**src/design/whp_pkg.sv**
```systemverilog
`default_nettype none
// ----------------------------------------------------------------------------
// whp_pkg
// Shared types and constants for the RIFF/WAVE header parser.
// ----------------------------------------------------------------------------
package whp_pkg;

  localparam int QUEUE_DEPTH = 4;

  localparam logic [31:0] TAG_RIFF = 32'h5249_4646;
  localparam logic [31:0] TAG_WAVE = 32'h5741_5645;
  localparam logic [31:0] TAG_FMT  = 32'h666D_7420;
  localparam logic [31:0] TAG_DATA = 32'h6461_7461;

  localparam logic [31:0] RESET_RATE     = 32'd16000;
  localparam logic [15:0] RESET_CHANNELS = 16'd1;
  localparam logic [15:0] RESET_BITS     = 16'd16;

  typedef enum logic [1:0] {
    KIND_SAMPLE = 2'd0,
    KIND_END    = 2'd1,
    KIND_BADHDR = 2'd2,
    KIND_UNSUP  = 2'd3
  } kind_t;

  typedef enum logic [1:0] {
    REG_RAW_PCM_MODE      = 2'd0,
    REG_EXPECTED_RATE     = 2'd1,
    REG_EXPECTED_CHANNELS = 2'd2,
    REG_EXPECTED_BITS     = 2'd3
  } reg_index_t;

  typedef struct packed {
    logic [7:0] file_byte;
    logic       file_first;
    logic       file_last;
  } in_item_t;

  typedef struct packed {
    logic [1:0]         result_kind;
    logic signed [15:0] sample;
    logic               last;
  } out_item_t;

  typedef struct packed {
    logic        raw_pcm_mode;
    logic [31:0] expected_rate;
    logic [15:0] expected_channels;
    logic [15:0] expected_bits;
  } cfg_t;

  // One queue entry: an optional sample followed by an optional end status.
  typedef struct packed {
    logic        smp_valid;
    logic [15:0] smp;
    logic        end_valid;
    kind_t       end_kind;
  } cmd_t;

endpackage
`default_nettype wire

```
**src/design/whp_front.sv**
```systemverilog
`default_nettype none
// ----------------------------------------------------------------------------
// whp_front
// Byte parser: header check, chunk walk, fmt decode, sample pairing.
// ----------------------------------------------------------------------------
module whp_front import whp_pkg::*; (
  input  wire logic     clk,
  input  wire logic     rst,
  input  wire cfg_t     cfg,
  input  wire logic     take,
  input  wire in_item_t item,
  output logic          push,
  output cmd_t          cmd
);

  typedef enum logic [6:0] {
    PH_RIFF  = 7'b000_0001,
    PH_CHUNK = 7'b000_0010,
    PH_FMT   = 7'b000_0100,
    PH_SKIP  = 7'b000_1000,
    PH_DATA  = 7'b001_0000,
    PH_RAW   = 7'b010_0000,
    PH_DONE  = 7'b100_0000
  } phase_t;

  phase_t      phase, phase_next, ph;
  logic [4:0]  byte_count, byte_count_next, bc;
  logic [31:0] chunk_tag, chunk_tag_next;
  logic [31:0] chunk_length, chunk_length_next;
  logic [31:0] bytes_left, bytes_left_next;
  logic [15:0] format_code, format_code_next;
  logic [15:0] channel_count, channel_count_next;
  logic [31:0] rate_seen, rate_seen_next;
  logic [15:0] depth_seen, depth_seen_next;
  logic        format_seen, format_seen_next, fs;
  logic [7:0]  low_byte, low_byte_next;
  logic        half_sample, half_sample_next, hs;
  logic        term;
  logic [7:0]  b;
  logic [31:0] left_dec;
  logic [32:0] skip_sum;

  assign b        = item.file_byte;
  assign left_dec = bytes_left - 32'd1;

  always_comb begin
    // file_first restarts the parser before this byte is looked at
    ph = item.file_first ? PH_RIFF : phase;
    bc = item.file_first ? 5'd0 : byte_count;
    fs = item.file_first ? 1'b0 : format_seen;
    hs = item.file_first ? 1'b0 : half_sample;
    if (ph == PH_RIFF && bc == 5'd0 && cfg.raw_pcm_mode) begin
      ph = PH_RAW;
    end

    phase_next         = ph;
    byte_count_next    = bc;
    chunk_tag_next     = chunk_tag;
    chunk_length_next  = chunk_length;
    bytes_left_next    = bytes_left;
    format_code_next   = format_code;
    channel_count_next = channel_count;
    rate_seen_next     = rate_seen;
    depth_seen_next    = depth_seen;
    format_seen_next   = fs;
    low_byte_next      = low_byte;
    half_sample_next   = hs;
    cmd                = '0;
    cmd.end_kind       = KIND_END;
    term               = 1'b0;
    skip_sum           = '0;

    unique case (ph)
      PH_RIFF: begin
        chunk_tag_next  = {chunk_tag[23:0], b};
        byte_count_next = bc + 5'd1;
        if (byte_count_next == 5'd4 && chunk_tag_next != TAG_RIFF) begin
          term = 1'b1; cmd.end_kind = KIND_BADHDR;
        end else if (byte_count_next == 5'd12) begin
          if (chunk_tag_next != TAG_WAVE) begin
            term = 1'b1; cmd.end_kind = KIND_BADHDR;
          end else begin
            chunk_tag_next  = '0;
            byte_count_next = '0;
            phase_next      = PH_CHUNK;
          end
        end
      end
      PH_CHUNK: begin
        if (bc < 5'd4) begin
          chunk_tag_next = {chunk_tag[23:0], b};
        end else begin
          unique case (bc[1:0])
            2'd0: chunk_length_next = {24'd0, b};
            2'd1: chunk_length_next = {chunk_length[31:16], b, chunk_length[7:0]};
            2'd2: chunk_length_next = {chunk_length[31:24], b, chunk_length[15:0]};
            default: chunk_length_next = {b, chunk_length[23:0]};
          endcase
        end
        byte_count_next = bc + 5'd1;
        if (byte_count_next == 5'd8) begin
          byte_count_next = '0;
          chunk_tag_next  = '0;
          if (chunk_tag == TAG_FMT) begin
            if (chunk_length_next < 32'd16) begin
              term = 1'b1; cmd.end_kind = KIND_UNSUP;
            end else begin
              bytes_left_next = (chunk_length_next - 32'd16) +
                                {31'd0, chunk_length_next[0]};
              phase_next      = PH_FMT;
            end
          end else if (chunk_tag == TAG_DATA) begin
            if (!fs || format_code != 16'd1 ||
                channel_count != cfg.expected_channels ||
                rate_seen != cfg.expected_rate ||
                depth_seen != cfg.expected_bits) begin
              term = 1'b1; cmd.end_kind = KIND_UNSUP;
            end else begin
              bytes_left_next  = {chunk_length_next[31:1], 1'b0};
              half_sample_next = 1'b0;
              if (chunk_length_next[31:1] == 31'd0) begin
                term = 1'b1; cmd.end_kind = KIND_END;
              end else begin
                phase_next = PH_DATA;
              end
            end
          end else begin
            // unknown chunk: skip payload plus pad byte, saturating
            skip_sum = {1'b0, chunk_length_next} + {32'd0, chunk_length_next[0]};
            bytes_left_next = skip_sum[32] ? 32'hFFFF_FFFF : skip_sum[31:0];
            phase_next = (bytes_left_next == 32'd0) ? PH_CHUNK : PH_SKIP;
          end
        end
      end
      PH_FMT: begin
        unique case (bc)
          5'd0:  format_code_next   = {8'd0, b};
          5'd1:  format_code_next   = {b, format_code[7:0]};
          5'd2:  channel_count_next = {8'd0, b};
          5'd3:  channel_count_next = {b, channel_count[7:0]};
          5'd4:  rate_seen_next     = {24'd0, b};
          5'd5:  rate_seen_next     = {rate_seen[31:16], b, rate_seen[7:0]};
          5'd6:  rate_seen_next     = {rate_seen[31:24], b, rate_seen[15:0]};
          5'd7:  rate_seen_next     = {b, rate_seen[23:0]};
          5'd14: depth_seen_next    = {8'd0, b};
          5'd15: depth_seen_next    = {b, depth_seen[7:0]};
          default: ;
        endcase
        byte_count_next = bc + 5'd1;
        if (byte_count_next == 5'd16) begin
          format_seen_next = 1'b1;
          byte_count_next  = '0;
          phase_next       = (bytes_left == 32'd0) ? PH_CHUNK : PH_SKIP;
        end
      end
      PH_SKIP: begin
        bytes_left_next = left_dec;
        if (left_dec == 32'd0) begin
          byte_count_next = '0;
          phase_next      = PH_CHUNK;
        end
      end
      PH_DATA, PH_RAW: begin
        if (hs) begin
          half_sample_next = 1'b0;
          cmd.smp_valid    = 1'b1;
          cmd.smp          = {b, low_byte};
        end else begin
          low_byte_next    = b;
          half_sample_next = 1'b1;
        end
        if (ph == PH_DATA) begin
          bytes_left_next = left_dec;
          if (left_dec == 32'd0) begin
            term = 1'b1; cmd.end_kind = KIND_END;
          end
        end
      end
      default: ;
    endcase

    if (term) begin
      phase_next    = PH_DONE;
      cmd.end_valid = 1'b1;
    end else if (item.file_last && ph != PH_DONE) begin
      // early end of file: kind depends on where the walk stands
      if (phase_next == PH_DATA || phase_next == PH_RAW) begin
        cmd.end_kind = KIND_END;
      end else if (phase_next == PH_RIFF) begin
        cmd.end_kind = KIND_BADHDR;
      end else begin
        cmd.end_kind = KIND_UNSUP;
      end
      cmd.end_valid    = 1'b1;
      phase_next       = PH_DONE;
      half_sample_next = 1'b0;
    end
  end

  assign push = take && (cmd.smp_valid || cmd.end_valid);

  always_ff @(posedge clk) begin
    if (rst) begin
      phase       <= PH_RIFF;
      byte_count  <= '0;
      format_seen <= 1'b0;
      half_sample <= 1'b0;
    end else if (take) begin
      phase       <= phase_next;
      byte_count  <= byte_count_next;
      format_seen <= format_seen_next;
      half_sample <= half_sample_next;
    end
  end

  always_ff @(posedge clk) begin
    if (take) begin
      chunk_tag     <= chunk_tag_next;
      chunk_length  <= chunk_length_next;
      bytes_left    <= bytes_left_next;
      format_code   <= format_code_next;
      channel_count <= channel_count_next;
      rate_seen     <= rate_seen_next;
      depth_seen    <= depth_seen_next;
      low_byte      <= low_byte_next;
    end
  end

endmodule
`default_nettype wire

```
**src/design/whp_queue.sv**
```systemverilog
`default_nettype none
// ----------------------------------------------------------------------------
// whp_queue
// Short command queue between parser and result emitter.
// ----------------------------------------------------------------------------
module whp_queue import whp_pkg::*; (
  input  wire logic clk,
  input  wire logic rst,
  input  wire logic push,
  input  wire cmd_t push_cmd,
  output logic      has_room,
  input  wire logic pop,
  output logic      has_data,
  output cmd_t      head
);

  localparam int AW = $clog2(QUEUE_DEPTH);

  cmd_t        slots [QUEUE_DEPTH];
  logic [AW-1:0] wr_ptr, rd_ptr;
  logic [AW:0]   count;

  assign has_room = count != (AW+1)'(QUEUE_DEPTH);
  assign has_data = count != '0;
  assign head     = slots[rd_ptr];

  always_ff @(posedge clk) begin
    if (push) begin
      slots[wr_ptr] <= push_cmd;
    end
  end

  always_ff @(posedge clk) begin
    if (rst) begin
      wr_ptr <= '0;
      rd_ptr <= '0;
      count  <= '0;
    end else begin
      if (push) wr_ptr <= (wr_ptr == AW'(QUEUE_DEPTH - 1)) ? '0 : wr_ptr + AW'(1);
      if (pop)  rd_ptr <= (rd_ptr == AW'(QUEUE_DEPTH - 1)) ? '0 : rd_ptr + AW'(1);
      count <= count + (AW+1)'(push) - (AW+1)'(pop);
    end
  end

endmodule
`default_nettype wire

```
**src/design/whp_back.sv**
```systemverilog
`default_nettype none
// ----------------------------------------------------------------------------
// whp_back
// Result emitter: turns queue commands into one or two output requests.
// ----------------------------------------------------------------------------
module whp_back import whp_pkg::*; (
  input  wire logic clk,
  input  wire logic rst,
  input  wire logic has_data,
  input  wire cmd_t head,
  output logic      pop,
  output logic      out_valid,
  input  wire logic out_ready,
  output out_item_t out_data
);

  logic  pend;        // status still owed after a sample
  kind_t pend_kind;
  logic  slot_free;

  assign slot_free = !out_valid || out_ready;
  assign pop       = slot_free && !pend && has_data;

  always_ff @(posedge clk) begin
    if (rst) begin
      out_valid <= 1'b0;
      pend      <= 1'b0;
    end else if (slot_free) begin
      if (pend) begin
        out_valid <= 1'b1;
        pend      <= 1'b0;
      end else if (has_data) begin
        out_valid <= 1'b1;
        pend      <= head.smp_valid && head.end_valid;
      end else begin
        out_valid <= 1'b0;
      end
    end
  end

  always_ff @(posedge clk) begin
    if (slot_free) begin
      if (pend) begin
        out_data.result_kind <= pend_kind;
        out_data.sample      <= '0;
        out_data.last        <= 1'b1;
      end else if (has_data) begin
        pend_kind <= head.end_kind;
        if (head.smp_valid) begin
          out_data.result_kind <= KIND_SAMPLE;
          out_data.sample      <= head.smp;
          out_data.last        <= 1'b0;
        end else begin
          out_data.result_kind <= head.end_kind;
          out_data.sample      <= '0;
          out_data.last        <= 1'b1;
        end
      end
    end
  end

endmodule
`default_nettype wire

```
**src/design/wav_header_parser_core.sv**
```systemverilog
`default_nettype none
// ----------------------------------------------------------------------------
// wav_header_parser_core
// RIFF/WAVE PCM header parser and little-endian 16-bit sample extractor.
// ----------------------------------------------------------------------------
//  channel | direction | handshake             | payload
//  in      | request   | in_valid / in_ready   | in_item_t  (byte, first, last)
//  out     | request   | out_valid / out_ready | out_item_t (kind, sample, last)
//  cfg     | write     | cfg_we                | cfg_index, cfg_data
//
//  One file byte is taken per cycle while in_ready is high; the parser updates
//  all of its state in that cycle. Results leave one per cycle from the output
//  register while out_ready is high; a sample plus end status is two results.
//  in_ready drops only when the four-entry command queue is full.
//  Synchronous reset clears parser phase, queue and output; no clearing pass.
// ----------------------------------------------------------------------------
module wav_header_parser_core import whp_pkg::*; (
  input  wire logic        clk,
  input  wire logic        rst,
  input  wire logic        in_valid,
  output logic             in_ready,
  input  wire in_item_t    in_data,
  output logic             out_valid,
  input  wire logic        out_ready,
  output out_item_t        out_data,
  input  wire logic        cfg_we,
  input  wire logic [1:0]  cfg_index,
  input  wire logic [31:0] cfg_data
);

  cfg_t cfg;
  logic take, push, pop, q_room, q_data;
  cmd_t cmd, head;

  // configuration registers: user writes only while block idle; not enforced
  always_ff @(posedge clk) begin
    if (rst) begin
      cfg.raw_pcm_mode      <= 1'b0;
      cfg.expected_rate     <= RESET_RATE;
      cfg.expected_channels <= RESET_CHANNELS;
      cfg.expected_bits     <= RESET_BITS;
    end else if (cfg_we) begin
      unique case (reg_index_t'(cfg_index))
        REG_RAW_PCM_MODE:      cfg.raw_pcm_mode      <= cfg_data[0];
        REG_EXPECTED_RATE:     cfg.expected_rate     <= cfg_data;
        REG_EXPECTED_CHANNELS: cfg.expected_channels <= cfg_data[15:0];
        REG_EXPECTED_BITS:     cfg.expected_bits     <= cfg_data[15:0];
        default: ;
      endcase
    end
  end

  // front accepts a byte whenever the queue can hold its command
  assign in_ready = q_room;
  assign take     = in_valid && in_ready;

  whp_front u_front (
    .clk  (clk),
    .rst  (rst),
    .cfg  (cfg),
    .take (take),
    .item (in_data),
    .push (push),
    .cmd  (cmd)
  );

  whp_queue u_queue (
    .clk      (clk),
    .rst      (rst),
    .push     (push),
    .push_cmd (cmd),
    .has_room (q_room),
    .pop      (pop),
    .has_data (q_data),
    .head     (head)
  );

  whp_back u_back (
    .clk       (clk),
    .rst       (rst),
    .has_data  (q_data),
    .head      (head),
    .pop       (pop),
    .out_valid (out_valid),
    .out_ready (out_ready),
    .out_data  (out_data)
  );

  // samples never close a file, status results always do
  a_last_kind: assert property (@(posedge clk) disable iff (rst)
    out_valid |-> (out_data.last == (out_data.result_kind != KIND_SAMPLE)))
    else $error("last flag disagrees with result kind");

  // status results carry a zero sample
  a_status_zero: assert property (@(posedge clk) disable iff (rst)
    (out_valid && out_data.result_kind != KIND_SAMPLE) |-> out_data.sample == 16'sd0)
    else $error("status result with nonzero sample");

  // reset empties the output register
  a_reset_out: assert property (@(posedge clk) rst |=> !out_valid)
    else $error("output valid after reset");

  // a command only pops while the queue holds one
  a_pop_data: assert property (@(posedge clk) disable iff (rst)
    pop |-> q_data)
    else $error("pop from empty queue");

endmodule
`default_nettype wire

```
**config.mk**
```make
export PLATFORM = sky130hd
export DESIGN_NAME = wav_header_parser_core
export DESIGN_NICKNAME = d
export VERILOG_FILES = /design/src/design/whp_pkg.sv /design/src/design/whp_front.sv /design/src/design/whp_queue.sv /design/src/design/whp_back.sv /design/src/design/wav_header_parser_core.sv
export SDC_FILE = /design/constraint.sdc
export NUM_CORES = 1
export LEC_CHECK = 0
export BUFFER_PORTS_ARGS = -buffer_cell sky130_fd_sc_hd__buf_4
export CAP_MARGIN = 20
export CELL_PAD_IN_SITES_DETAIL_PLACEMENT = 1
export CELL_PAD_IN_SITES_GLOBAL_PLACEMENT = 1
export CORE_ASPECT_RATIO = 1.5
export CORE_MARGIN = 10
export CORE_UTILIZATION = 50
export DETAILED_ROUTE_END_ITERATION = 12
export PLACE_DENSITY_LB_ADDON = 0.3
export SLEW_MARGIN = 20
export SYNTH_ARGS = -nofsm -noshare
export SYNTH_HDL_FRONTEND = slang
export SYNTH_SLANG_ARGS = --single-unit
```
**constraint.sdc**
```tcl
create_clock -name clk -period 12.35 [get_ports clk]
set_clock_uncertainty 0.05 [all_clocks]
set_input_delay 0.6175 -clock clk [delete_from_list [all_inputs] [get_ports clk]]
set_output_delay 0.6175 -clock clk [all_outputs]
set_load 0.01 [all_outputs]
```
==> flow_summary.json, run 1 <==
{
  "run_status": "finished clean",
  "dp_slack_ps": 5785,
  "crit_top_cell": "inv_1",
  "cts_buffer_depth": 3,
  "synth-edff-count": 285,
  "yosys.area.top_type": "edfxtp_1",
  "final.min_clock_period_ps": 6005,
  "start_kind": "input port",
  "instances_no_fill": 2468,
  "sw_frac_of_total_pct": 26.63,
  "yosysMostFrequentCell": "edfxtp_1",
  "path_class": "input port to register",
  "h-tree-depth": 2,
  "layout-drive-gt1-share_pct": 12.09,
  "grt_pass1_vias": 17070,
  "die_h_um": 264.5,
  "start_util_pct": 50.57,
  "postSynthCellCount": 1914,
  "intPower_mw": 2.301,
  "clock.fmax_mhz": 166.5,
  "wirelength_mm": 65.60,
  "grt_pass1_wl_mm": 100.5,
  "setup_violations": 0,
  "nets": 2007,
  "antennaDiodeCount": 0,
  "synth_compound_area_share_pct": 11.38,
  "synth_flop_cell": "edfxtp_1",
  "clk_latency_ps": 560,
  "combPwrFrac_pct": 15.0,
  "gp_congestion": 0.9581,
  "synth_xor_area_share_pct": 4.525,
  "via_per_inst": 6.347,
  "netlist.area_leader.share_pct": 42.93,
  "relSlewSlack_pct": 30.83,
  "path_clk_slew_ps": 60,
  "netlist_area_um2": 19930,
  "cts_buffers": 38,
  "io_pins": 70,
  "reg2reg_slack_ps": 6810,
  "cts_tree": "done",
  "first_iter_violations": 1083,
  "synthArstFlopShare_pct": 0,
  "portBuffers": 69,
  "post-route-util_pct": 55.89,
  "grt_overflow": 0,
  "num_rows": 89,
  "max-cap-violations": 0,
  "hold_ws_ps": 251.1,
  "dp.cells": 2400,
  "synth_top_family_by_area": "simple AND/OR/NAND/NOR gates",
  "yosys-top-cells-area": "edfxtp_1 43%, dfxtp_1 9.0%, nand2_1 4.1%",
  "crit_chain": "buf_4 > inv_1 > nand2_1 > inv_1 > ha_1 > o21ba_2 > or3_1 > a22oi_4 > inv_1 > a221oi_1 > nand4_1 > o311ai_2 > nand4_2 > nand3_4 > o21a_1 > ha_1 > inv_1 > fa_1 > xor2_1 > xnor2_1 > nor2_1",
  "crit_buf_inv": 5,
  "drv_slew": 0,
  "synth.avg_cell_area_um2": 10.41,
  "worst_slew_pin_slew_ps": 1038,
  "synth.distinct_cells": 106,
  "place_hpwl_mm": 47.86,
  "slowest_stage": "or3_1",
  "r2r_start": "u_front.bytes_left[6]",
  "endpoint": "u_queue.count[2]",
  "antenna_found_initial": 0,
  "switching_power_mw": 0.8348,
  "ys.warnings.count": 0,
  "yosys.area_share.simple_pct": 24.81,
  "worstPathArrival_ps": 6360,
  "cp_num_cells": 21,
  "power_frac_clock_pct": 36.1,
  "min_from": "cfg_data[9]",
  "synth_fa_ha_area_share_pct": 1.167,
  "drc": 0,
  "final_antenna_net_count": 0,
  "synth_commonest_cells": "285 x edfxtp_1, 220 x nand2_1, 116 x nor2_1, 110 x a21oi_1, 94 x and2_1",
  "ctsHoldBuffers": 0,
  "critPathMaxFanout": 31,
  "p_total_mw": 3.135,
  "critical_path.max_stage_delay_ps": 560,
  "cts_setup_buffers": 0,
  "hold_path.class": "input port to register",
  "required_ps": 12710,
  "ys_seq_area_share_pct": 51.97,
  "reg2reg_to": "u_queue.count[2]",
  "chipWidth_um": 183.0,
  "rsz0062_at_grt": "no",
  "p_per_area_nw_per_um2": 142.3,
  "cts_resized": 0,
  "die_area_um2": 48420,
  "p_leak_nw": 7.153,
  "nFillCells": 4311,
  "finalHoldViolations": 0,
  "placed_area_um2": 20830,
  "muxShareOfSynthArea_pct": 2.868,
  "ys_seq_elements": 375,
  "timing.final.ws_setup_ps": 6345,
  "wire_per_inst_um": 26.58,
  "peakVddDrop_uv": 80.45,
  "critPathLaunch": "in_data[1]",
  "finalCritPeriodShare_pct": 48.62,
  "cts_root_buf": "clkbuf_16",
  "cts.sinks": 375,
  "dr.pass1.iters": 5,
  "cp-end-kind": "register",
  "vias": 15660,
  "r2r_cells": 15,
  "syn2layout_area_growth_pct": 10.53,
  "finalInstanceArea_um2": 22030,
  "synth_fp_nets": 1981,
  "grt_start_max_net_pins": 91,
  "grtUsageTotal_pct": 26.76,
  "setup_tns_ps": 0,
  "cpLargestDelayFamily": "compound AO/OA/AOI/OAI gates",
  "pwr-share-seq_pct": 48.9,
  "fp.coreArea_um2": 39420
}
flip-flops by register name, indices dropped and copies added (netlist names), 16 cells and up, named ones only:
signal,flops
u_front.channel_count,16
cfg,65
u_queue.slots,80
u_front.chunk_tag,32
u_front.chunk_length,32
u_front.rate_seen,32
u_front.depth_seen,16
u_back.out_data,19
u_front.bytes_left,32
u_front.format_code,16
layout by cell type, fill, tap and decap left out, types with 11 or more instances in the layout:
cell type	count
a31oi_1	11
mux2i_1	11
or3_1	20
and3_1	53
xnor2_1	74
nand3_1	61
nand2_1	220
nand4_1	38
nor2_1	115
mux4_2	20
o21ai_0	58
edfxtp_1	285
nor2b_1	47
o211ai_1	11
dfxtp_1	90
nand4b_1	11
a22oi_1	18
nor4_1	51
inv_1	38
buf_4	98
xor2_1	29
a21oi_1	110
nand2b_1	36
nand3b_1	15
and2_1	93
nor3_1	48
clkbuf_16	38
ha_1	17
routing by layer:
layer,vias up,GRT usage (%),routed length (um)
li1,7121,-,-
met1,7851,27.56,23370
met2,489,48.82,34680
met3,203,3.615,2616
met4,0,18.84,4933
met5,-,0,0
worst min path at each step:
stage                     cells after the start  endpoint
final                                         3   cfg[41]
after global routing                          3   cfg[34]
after CTS                                     3   cfg[41]
after detailed placement                      2    cfg[5]
after global placement                        2    cfg[5]
after floorplan                               2   cfg[10]
worst reg2reg max path, delay by kind of cell (launching register included):
kind / cells / cell delay [ps]
buffers and inverters: 1 / 50
adders and majority gates: 2 / 610
xor gates and xnor gates: 3 / 640
AOI/OAI and AO/OA: 2 / 530
DFF: 1 / 510
and+or+nand+nor: 7 / 3010
area by class of cell:
class | count | area [um2] | share of cell area [%]
Timing Repair Buffer | 98 | 735.7 | 3.339
Multi-Input combinational cell | 1386 | 8961 | 40.67
Clock buffer | 46 | 1001 | 4.543
Tap cell | 500 | 625.6 | 2.839
Clock inverter | 22 | 193.9 | 0.8802
Sequential cell | 375 | 10360 | 47.02
Inverter | 41 | 156.4 | 0.7098
power groups by stage:
stage          sequential [mW]  clock, mW  combinational [mW]
2_1_floorplan             1.55          0               0.278
3_3_place_gp              1.55          0               0.444
3_5_place_dp              1.56          0               0.469
4_1_cts                   1.53       1.15               0.478
5_1_grt                   1.54       1.20               0.509
6_report                  1.53       1.13               0.470
cells by family after synthesis:
group | Yosys count
flip-flops | 375
AND/OR/NAND/NOR | 894
AO/OA/AOI/OAI | 339
XOR/XNOR | 103
buffers and inverters | 153
multiplexers | 32
adder cells (fa/ha/maj) | 18
Note: power is estimated with default switching activity, not from simulation.
==> inputs of run 2 (changes only) <==
--- a/config.mk
+++ b/config.mk
@@ -11,7 +11,7 @@
 export CELL_PAD_IN_SITES_GLOBAL_PLACEMENT = 1
 export CORE_ASPECT_RATIO = 1.5
 export CORE_MARGIN = 10
-export CORE_UTILIZATION = 50
+export CORE_UTILIZATION = 45
 export DETAILED_ROUTE_END_ITERATION = 12
 export PLACE_DENSITY_LB_ADDON = 0.3
 export SLEW_MARGIN = 20
==> constraint.sdc (replaced) <==
create_clock -name clk -period 4.9 [get_ports clk]
set_clock_uncertainty 0.05 [all_clocks]
set_input_delay 0.245 -clock clk [delete_from_list [all_inputs] [get_ports clk]]
set_output_delay 0.245 -clock clk [all_outputs]
set_load 0.01 [all_outputs]
==> run 2 against run 1 <==
  * Design area grew 5.0%
  * First-iteration DRC count grew 3.6%
  * Sequential share of layout area shrank 2.2 points
  * Highest routed layer unchanged
  * Largest cell class unchanged
  * Die area grew 10%
  * Utilization shrank 3.2 points
==> flow_summary.json, run 2 (synthesis results as in run 1) <==
{
  "placed_area_um2": 21480,
  "r2r_start": "u_front.byte_count[0]",
  "setup_tns_ps": 0,
  "min_path_cells": 1,
  "hold_ws_ps": 29.66,
  "required_ps": 5110,
  "gp_congestion": 1.004,
  "peakVddDrop_uv": 227.7,
  "chipWidth_um": 191.9,
  "p_leak_nw": 7.710,
  "via_per_inst": 6.082,
  "cts_tree": "done",
  "slowest_stage": "or4_1",
  "grt_start_max_net_pins": 91,
  "fp.coreArea_um2": 43870,
  "cts.sinks": 375,
  "place_hpwl_mm": 49.39,
  "path_class": "register to register",
  "antennaDiodeCount": 0,
  "p_per_area_nw_per_um2": 354.1,
  "finalCritPeriodShare_pct": 95.49,
  "final_antenna_net_count": 0,
  "worst_slew_pin_slew_ps": 1024,
  "wire_per_inst_um": 25.89,
  "wirelength_mm": 68.62,
  "dp_slack_ps": 152.7,
  "hold_path.class": "input port to register",
  "clk_latency_ps": 560,
  "mostFrequentLayoutCell": "edfxtp_1",
  "grtUsageTotal_pct": 25.64,
  "crit_chain": "nand2_1 > inv_1 > ha_1 > buf_4 > or4_4 > o21ai_1 > nand2_1 > nor2_1 > nand3_1 > a21oi_1 > nand4_1 > or4_1 > a211oi_2 > a21o_1 > a22oi_1",
  "cts_buffers": 38,
  "portBuffers": 69,
  "dp.cells": 2548,
  "rsz0062_at_grt": "no",
  "finalInstanceArea_um2": 23130,
  "grt_overflow": 0,
  "critPathMaxFanout": 10,
  "h-tree-depth": 2,
  "timing.final.ws_setup_ps": 221.1,
  "io_pins": 70,
  "critPathLaunch": "u_front.byte_count[0]",
  "dr.pass1.iters": 5,
  "die_h_um": 277.8,
  "cp-end-kind": "register",
  "final.min_clock_period_ps": 4679,
  "grt_pass1_wl_mm": 105.4,
  "vias": 16120,
  "largest_registers": "u_queue.slots x80, cfg x65",
  "cts_root_buf": "clkbuf_16",
  "die_area_um2": 53290,
  "start_util_pct": 45.44,
  "r2r_cells": 15,
  "drv_slew": 0,
  "regMostFlops": "u_queue.slots",
  "final_cell_mix": "285 x edfxtp_1, 220 x nand2_1, 170 x buf_4",
  "worstPathArrival_ps": 4890,
  "start_kind": "register",
  "largest_reg_flops": 80,
  "path_clk_slew_ps": 60,
  "layout-drive-gt1-share_pct": 15.43,
  "crit_top_cell": "nand2_1",
  "drc": 0,
  "first_iter_violations": 1122,
  "antenna_found_initial": 1,
  "relSlewSlack_pct": 31.18,
  "cts_buffer_depth": 3,
  "p_total_mw": 8.191,
  "grt_pass1_vias": 17230,
  "nets": 2111,
  "syn2layout_area_growth_pct": 16.05,
  "critical_path.max_stage_delay_ps": 650,
  "num_rows": 94,
  "instances_no_fill": 2650,
  "post-route-util_pct": 52.73,
  "finalHoldViolations": 0,
  "min_from": "in_data[7]",
  "setup_violations": 0,
  "run_status": "finished clean",
  "clock.fmax_mhz": 213.7,
  "max-cap-violations": 0
}
## run 2: cell count changes in the layout (fill, tap and decap cells not counted), sizes merged
cell	previous run	this run
bufinv	2	3
buf	98	170
inv	44	46
dlygate4sd3	0	32
clkinvlp	4	3
clkbuf	46	51
clkinv	13	8
## run 2: final cells by class
| type | instances | area, um2 |
|---|---|---|
| clock inverters | 19 | 216.5 |
| flip-flops and latches | 375 | 10360 |
| well taps | 576 | 720.7 |
| fillers | 4777 | 20740 |
| multi-input cells | 1386 | 8981 |
| repair buffers | 202 | 1597 |
| inverters | 41 | 156.4 |
| clock buffers | 51 | 1102 |
## run 2: worst max-delay path, delay by kind of cell, from the launching register on
family | cells | cell delay [ps]
and+or+nand+nor | 7 | 2470
AOI/OAI and AO/OA | 5 | 1020
DFF | 1 | 330
buffers and inverters | 2 | 280
adders and majority gates | 1 | 250
## run 2: per-layer routing
metal | wire [um] | GRT usage, % | share of wire, % | up-vias
met5 | 0 | 0 | 0 | -
met4 | 4648 | 16.03 | 6.8 | 0
met3 | 2786 | 2.864 | 4.1 | 201
met2 | 35400 | 45.22 | 52 | 506
met1 | 25780 | 28.67 | 38 | 8071
li1 | - | - | - | 7339
## run 2: path summary, 6_finish.rpt
kind                                       endpoint  slack [ps]
worst max-delay path            u_queue.slots[2][1]         220
worst min register to register              cfg[63]         430
worst min-delay path            u_front.low_byte[5]          30
worst max register to register  u_queue.slots[2][1]         220
## run 2: where the power goes
group	leakage (nW)	internal (mW)	switching [mW]	total, mW
sequential	3.03	3.71	0.125	3.83
clock	0.647	1.77	1.32	3.09
combinational	4.04	0.545	0.723	1.27
## run 2: repair_timing
action / 4_1_cts / 5_1_grt
hold endpoints to repair: 65 / 0
hold buffers: 32 / 0
setup buffers: 0 / 0
gates resized for setup: 0 / 2
setup endpoints to repair: 0 / 5
